File: config.mk
export PLATFORM = sky130hd
export DESIGN_NAME = text_chunk_splitter_core
export DESIGN_NICKNAME = d
export VERILOG_FILES = /design/src/hw/rtl/tcs_pkg.sv /design/src/hw/rtl/tcs_chunk_rules.sv /design/src/hw/rtl/text_chunk_splitter_core.sv
export SDC_FILE = /design/constraint.sdc
export NUM_CORES = 1
export LEC_CHECK = 0
export ABC_AREA = 1
export BUFFER_PORTS_ARGS = -buffer_cell sky130_fd_sc_hd__buf_2
export CORE_MARGIN = 3
export CORE_UTILIZATION = 55
export DETAILED_ROUTE_END_ITERATION = 10
export GPL_TIMING_DRIVEN = 0
export MAX_ROUTING_LAYER = met4
export PLACE_DENSITY_LB_ADDON = 0.1
export SLEW_MARGIN = 20
export SYNTH_ARGS = -nofsm -noshare
export SYNTH_HDL_FRONTEND = slang
export SYNTH_SLANG_ARGS = --single-unit
File: constraint.sdc
create_clock -name clock -period 2.2 [get_ports clock]
set_input_delay 0.11 -clock clock [delete_from_list [all_inputs] [get_ports clock]]
set_output_delay 0.11 -clock clock [all_outputs]
set_load 0.02 [all_outputs]
File: src/hw/rtl/tcs_pkg.sv
package tcs_pkg;

   localparam int unsigned ByteWidth     = 8;
   localparam int unsigned DigitCntWidth = 3;
   localparam int unsigned Utf8CntWidth  = 2;

   localparam logic [DigitCntWidth-1:0] MaxDigitRunReset = 3'd3;

   localparam logic [ByteWidth-1:0] ChTab   = 8'h09;
   localparam logic [ByteWidth-1:0] ChLf    = 8'h0A;
   localparam logic [ByteWidth-1:0] ChCr    = 8'h0D;
   localparam logic [ByteWidth-1:0] ChSpace = 8'h20;

   typedef enum logic [2:0] {
      MODE_START   = 3'd0,
      MODE_SPACE   = 3'd1,
      MODE_NEWLINE = 3'd2,
      MODE_LETTER  = 3'd3,
      MODE_DIGIT   = 3'd4
   } chunk_mode_type;

   typedef struct packed {
      chunk_mode_type             mode;
      logic [Utf8CntWidth-1:0]    utf8_left;
      logic [DigitCntWidth-1:0]   digit_count;
   } chunk_state_type;

   localparam chunk_state_type ChunkStateReset = '{
      mode:        MODE_START,
      utf8_left:   '0,
      digit_count: '0
   };

   function automatic logic is_blank(input logic [ByteWidth-1:0] b);
      return (b == ChSpace) || (b == ChTab);
   endfunction

   function automatic logic is_newline(input logic [ByteWidth-1:0] b);
      return (b == ChLf) || (b == ChCr);
   endfunction

   function automatic logic is_digit(input logic [ByteWidth-1:0] b);
      return (b >= 8'h30) && (b <= 8'h39);
   endfunction

   function automatic logic is_letter(input logic [ByteWidth-1:0] b);
      return ((b >= 8'h41) && (b <= 8'h5A)) || ((b >= 8'h61) && (b <= 8'h7A)) || b[7];
   endfunction

   // number of UTF-8 continuation bytes owed by a lead byte
   function automatic logic [Utf8CntWidth-1:0] trail_count(input logic [ByteWidth-1:0] b);
      logic [Utf8CntWidth-1:0] n;
      n = '0;
      if ((b & 8'hE0) == 8'hC0) begin
         n = 2'd1;
      end else if ((b & 8'hF0) == 8'hE0) begin
         n = 2'd2;
      end else if ((b & 8'hF8) == 8'hF0) begin
         n = 2'd3;
      end
      return n;
   endfunction

endpackage

File: src/hw/rtl/tcs_chunk_rules.sv
module tcs_chunk_rules (
   input  logic [tcs_pkg::ByteWidth-1:0]     byte_in,
   input  logic                              last_in,
   input  logic [tcs_pkg::DigitCntWidth-1:0] max_digit_run,
   input  tcs_pkg::chunk_state_type          cur_state,
   output tcs_pkg::chunk_state_type          nxt_state,
   output logic                              chunk_start
);
   import tcs_pkg::*;

   logic [DigitCntWidth-1:0] limit;
   chunk_state_type          class_state;
   chunk_state_type          open_state;

   assign limit = (max_digit_run == '0) ? DigitCntWidth'(1) : max_digit_run;

   // class decided by a byte that is not part of a blank run
   always_comb begin
      class_state = ChunkStateReset;
      if (is_newline(byte_in)) begin
         class_state.mode = MODE_NEWLINE;
      end else if (is_letter(byte_in)) begin
         class_state.mode      = MODE_LETTER;
         class_state.utf8_left = trail_count(byte_in);
      end else if (is_digit(byte_in)) begin
         class_state.mode        = MODE_DIGIT;
         class_state.digit_count = DigitCntWidth'(1);
      end
   end

   always_comb begin
      open_state = class_state;
      if (is_blank(byte_in)) begin
         open_state      = ChunkStateReset;
         open_state.mode = MODE_SPACE;
      end
   end

   always_comb begin
      nxt_state   = cur_state;
      chunk_start = 1'b0;
      if (cur_state.mode == MODE_LETTER && cur_state.utf8_left != '0) begin
         nxt_state.utf8_left = cur_state.utf8_left - Utf8CntWidth'(1);
      end else if (cur_state.mode == MODE_SPACE) begin
         if (!is_blank(byte_in)) begin
            nxt_state = class_state;
         end
      end else if (cur_state.mode == MODE_NEWLINE && is_newline(byte_in)) begin
         nxt_state = cur_state;
      end else if (cur_state.mode == MODE_LETTER && is_letter(byte_in)) begin
         nxt_state.utf8_left = trail_count(byte_in);
      end else if (cur_state.mode == MODE_DIGIT && is_digit(byte_in)
                   && cur_state.digit_count < limit) begin
         nxt_state.digit_count = cur_state.digit_count + DigitCntWidth'(1);
      end else begin
         chunk_start = 1'b1;
         nxt_state   = open_state;
      end
      if (last_in) begin
         nxt_state = ChunkStateReset;
      end
   end

endmodule

File: src/hw/rtl/text_chunk_splitter_core.sv
// Text chunk splitter core.
// Input stream (req_*): one text byte per transaction in req_tdata, req_tlast
// marks the final byte of a text. Output stream (rsp_*): the same byte in
// rsp_tdata, rsp_tuser = 1 when that byte opens a new chunk, rsp_tlast copied.
// Exactly one output transaction per input transaction, in order.
// Chunk rules: blanks join the following chunk, CR/LF runs, letter runs
// (bytes >= 0x80 count as letters, UTF-8 leads swallow their trail bytes),
// digit runs up to csr max, any other byte alone.
// Two register stages: an input register, then the chunk decision logic,
// then the output register. rsp_tvalid rises once a byte moves on from the
// input register into the output register, so no byte goes straight through.
// Throughput is one byte per cycle while rsp_tready is high, no gap needed.
// A stalled rsp_tready holds the output register; the input register still
// takes one more byte, after which req_tready drops until space frees up.
// reset (synchronous, active high) empties both stages, returns the chunk
// state to chunk start and sets the digit limit to 3. csr_wr_en writes the
// digit limit (0 acts as 1); write it only while the core is idle.
// After a byte with tlast, the chunk state returns to chunk start.
module text_chunk_splitter_core (
   input  logic                              clock,
   input  logic                              reset,
   // input stream
   input  logic                              req_tvalid,
   output logic                              req_tready,
   input  logic [tcs_pkg::ByteWidth-1:0]     req_tdata,   // [7:0] byte_in
   input  logic                              req_tlast,   // last_in
   // output stream
   output logic                              rsp_tvalid,
   input  logic                              rsp_tready,
   output logic [tcs_pkg::ByteWidth-1:0]     rsp_tdata,   // [7:0] byte_out
   output logic                              rsp_tuser,   // [0] chunk_start
   output logic                              rsp_tlast,   // last_out
   // configuration
   input  logic                              csr_wr_en,
   input  logic [tcs_pkg::DigitCntWidth-1:0] csr_wr_data  // max_digit_run
);
   import tcs_pkg::*;

   // input stage
   logic                 in_valid_ff, in_valid_in;
   logic [ByteWidth-1:0] in_byte_ff;
   logic                 in_last_ff;

   // output stage
   logic                 out_valid_ff, out_valid_in;
   logic [ByteWidth-1:0] out_byte_ff;
   logic                 out_start_ff;
   logic                 out_last_ff;

   // chunk state and config
   chunk_state_type          state_ff, state_in;
   logic [DigitCntWidth-1:0] max_run_ff, max_run_in;

   logic out_ready;   // output stage can take a byte this cycle
   logic advance;     // input stage moves into output stage
   logic req_accept;
   logic start_bit;

   assign out_ready  = !out_valid_ff || rsp_tready;
   assign advance    = in_valid_ff && out_ready;
   assign req_tready = !in_valid_ff || out_ready;
   assign req_accept = req_tvalid && req_tready;

   tcs_chunk_rules u_rules (
      .byte_in       (in_byte_ff),
      .last_in       (in_last_ff),
      .max_digit_run (max_run_ff),
      .cur_state     (state_ff),
      .nxt_state     (state_in),
      .chunk_start   (start_bit)
   );

   always_comb begin
      in_valid_in = in_valid_ff;
      if (req_accept) begin
         in_valid_in = 1'b1;
      end else if (advance) begin
         in_valid_in = 1'b0;
      end

      out_valid_in = out_valid_ff;
      if (advance) begin
         out_valid_in = 1'b1;
      end else if (rsp_tready) begin
         out_valid_in = 1'b0;
      end

      max_run_in = csr_wr_en ? csr_wr_data : max_run_ff;
   end

   always_ff @(posedge clock) begin
      if (reset) begin
         in_valid_ff  <= 1'b0;
         out_valid_ff <= 1'b0;
         state_ff     <= ChunkStateReset;
         max_run_ff   <= MaxDigitRunReset;
      end else begin
         in_valid_ff  <= in_valid_in;
         out_valid_ff <= out_valid_in;
         max_run_ff   <= max_run_in;
         if (advance) begin
            state_ff <= state_in;
         end
      end
   end

   // payload registers, no reset
   always_ff @(posedge clock) begin
      if (req_accept) begin
         in_byte_ff <= req_tdata;
         in_last_ff <= req_tlast;
      end
      if (advance) begin
         out_byte_ff  <= in_byte_ff;
         out_start_ff <= start_bit;
         out_last_ff  <= in_last_ff;
      end
   end

   assign rsp_tvalid = out_valid_ff;
   assign rsp_tdata  = out_byte_ff;
   assign rsp_tuser  = out_start_ff;
   assign rsp_tlast  = out_last_ff;

endmodule

==> flow_summary.ini <==
[grt]
grtUsageTotal_pct = 20.1
grt_first_pass_wirelength_um = 6040
grt_antenna_before_repair = 0
gr-total-overflow = 0
grt_max_degree = 14
grt_pass1_vias = 1433

[logic_synthesis]
syn_inst = 205
synthMostInstantiatedCell = nand2_1
synth_edf_count = 19
synth_top_area_share_pct = 32.5
ys_ff_latch = 32
yosysUniqueCellTypes = 31
avgSynthCellArea_um2 = 8.56
synth_ff_type = edfxtp_1
yosys-top-cells-area = edfxtp_1, dfxtp_1, nand2_1, nand3_1, inv_1
synth_fp_nets = 226
synth-seq-area-share_pct = 47.4
synth_area_um2 = 1750
synthArstFlopShare_pct = 0
synth_commonest_cells = nand2_1, inv_1, nor2_1
synth_largest_area_cell = edfxtp_1
ys_warn_count = 0

[routing]
final_antenna_net_count = 0
detail_route.iter0.violations = 74
wl_per_cell_um = 12.2
wirelength_um = 3580
drt_first_pass_iters = 4
drc = 0
via_per_inst = 5.01
num_vias = 1474

[cts]
postCtsHoldBufs = 11
post-cts-setup-buffer-count = 0
cts_resized = 0
cts-root-buf = clkbuf_4
numCtsBuffers = 5
clock-sinks = 32
clkTransAtPathRegs_ns = 0.09
htree_levels = 2
cts_tree = built
cts_buffer_depth = 2
insertion_delay_ns = 0.34

[flow_run]
cap_violations = 0

[critical_path]
path_buf_inv = 1
critical_path_arrival_ns = 2.06
worstPathRequired_ns = 2.43
startpoint_type = register
path_class = register to register
cp_top_family = compound AO/OA/AOI/OAI gates
max_stage_delay_ns = 0.56
crit_fanout = 13
crit_chain = inv_1 > a21oi_2 > o21ai_2 > a21oi_4 > nand3_2 > o21ai_0 > nor2_1
crit_slowest_cell = a21oi_2
crit_path_end_kind = register

[timing]
drv_slew = 0
min_period_ns = 1.84
finalCritPeriodShare_pct = 83.5
hold_viol_final = 0
finalSetupTns_ns = 0
setup_viol = 0
maxSlewHeadroom_pct = 50.2
hold_ws_ns = 0.0465
rsz0062_at_grt = false
worst_pin_slew_ns = 0.747
skew_ns = 0.0127
fmax_mhz = 544

[power_and_ir_drop]
leakage_nw = 0.926
power.switching_uw = 335
p_int_uw = 925
p_per_area_nw_per_um2 = 591
seqPwrFrac_pct = 55.0
combPwrFrac_pct = 14.1
peakVddDrop_mv = 0.474
p_clk_share_pct = 30.9
swShare_pct = 26.6

[floorplan]
dieHeight_um = 62.5
die_x_um = 62.5
die_area_um2 = 3900
rows = 19
start_util_pct = 60.5
pin_count = 29
core_area_um2 = 2900

[layout]
n_antenna_cell = 0
final_nets = 272
final_cell_count_no_fill = 294
final_core_util_pct = 73.5
layout-drive-gt1-share_pct = 26.6
area_delta_synth_final_pct = 21.5

[placed_design]
post-place-cells = 274
gp_congestion = 0.853
hpwl_um = 2590
portBuffers = 27

[status]
status = completed

[worst_hold_path]
hold_class = input pin to register
[power by group through the flow]
stage / logic [mW] / registers [mW] / clock network, mW
final: 0.178 / 0.693 / 0.389
after global placement: 0.154 / 0.705 / 0
after detailed placement: 0.160 / 0.706 / 0
after CTS: 0.175 / 0.693 / 0.393
after global routing: 0.198 / 0.698 / 0.433
after floorplan: 0.105 / 0.712 / 0
[cells by family (layout without fill, tap and decap cells)]
| group | Yosys count | in the layout | synth area share (%) |
|---|---|---|---|
| simple gates | 112 | 112 | 32.2 |
| compound gates | 25 | 25 | 10.4 |
| xor+xnor | 1 | 1 | 0.499 |
| flops | 32 | 32 | 47.4 |
| fa+ha+maj | 4 | 4 | 2.85 |
| buf+inv | 31 | 78 | 6.63 |
[final timing paths]
| path | from | to | slack [ns] | cells after the start |
|---|---|---|---|---|
| worst max-delay path | in_valid_ff$_SDFFE_PP0P_ | state_ff[1]$_SDFFE_PP0P_ | 0.36 | 7 |
| worst min-delay path | csr_wr_en | max_run_ff[1]$_SDFFE_PP1P_ | 0.05 | 2 |
| worst max register to register | in_valid_ff$_SDFFE_PP0P_ | state_ff[1]$_SDFFE_PP0P_ | 0.36 | 7 |
| worst min register to register | in_last_ff$_DFFE_PP_ | rsp_tlast$_DFFE_PP_ | 0.47 | 0 |
[stage by stage]
stage          worst slack, ns  instance area [µm²]  power (mW)
2_1_floorplan            0.600                 1750       0.817
3_3_place_gp             0.422                 1940       0.859
3_5_place_dp             0.347                 1940       0.866
4_1_cts                  0.328                 2120        1.26
5_1_grt                  0.207                 2130        1.33
6_report                 0.362                 2130        1.26
[final cells by class]
| type | count | area, µm² |
|---|---|---|
| Buffer | 2 | 7.51 |
| Fill cell | 219 | 769 |
| Tap cell | 42 | 52.6 |
| Clock buffer | 8 | 68.8 |
| Sequential cell | 32 | 831 |
| Timing Repair Buffer | 39 | 255 |
| Inverter | 29 | 109 |
| Multi-Input combinational cell | 142 | 807 |
[worst reg2reg max path, stage by stage (launching register included)]
cell	delay, ns
dfxtp_1	0.35
inv_1	0.07
a21oi_2	0.56
o21ai_2	0.15
a21oi_4	0.21
nand3_2	0.16
o21ai_0	0.18
nor2_1	0.06
[registers in the layout, summed over array words and instances (netlist names)]
signal	count
in_byte_ff	8
in_last_ff	1
in_valid_ff	1
max_run_ff	3
rsp_tdata	8
rsp_tlast	1
rsp_tuser	1
rsp_tvalid	1
state_ff	8
[layout by cell type (no fill, tap or decap), types with 3 or more instances in the layout]
cell	netlist	routed
dfxtp_1	13	13
nand2_1	43	43
nand3_1	20	20
inv_1	23	23
a21oi_1	9	9
buf_2	0	27
nor2_1	22	22
inv_2	6	6
o21ai_0	6	6
nor3_1	3	3
nand2_2	4	4
dlygate4sd3_1	0	12
nor2_2	9	9
clkbuf_1	2	3
edfxtp_1	19	19
ha_1	4	4
clkbuf_4	0	5
[per-layer routing]
metal  GRT usage (%)  wire (µm)  share of wire (%)  vias up
li1                -          -                  -      770
met1            24.0       1600                 45      662
met2            32.4       1770                 50       38
met3            5.58        166                4.6        4
met4            7.44         38                1.1        0
met5               -          0                  0        -
No activity file was read; power rests on OpenSTA's default activity.
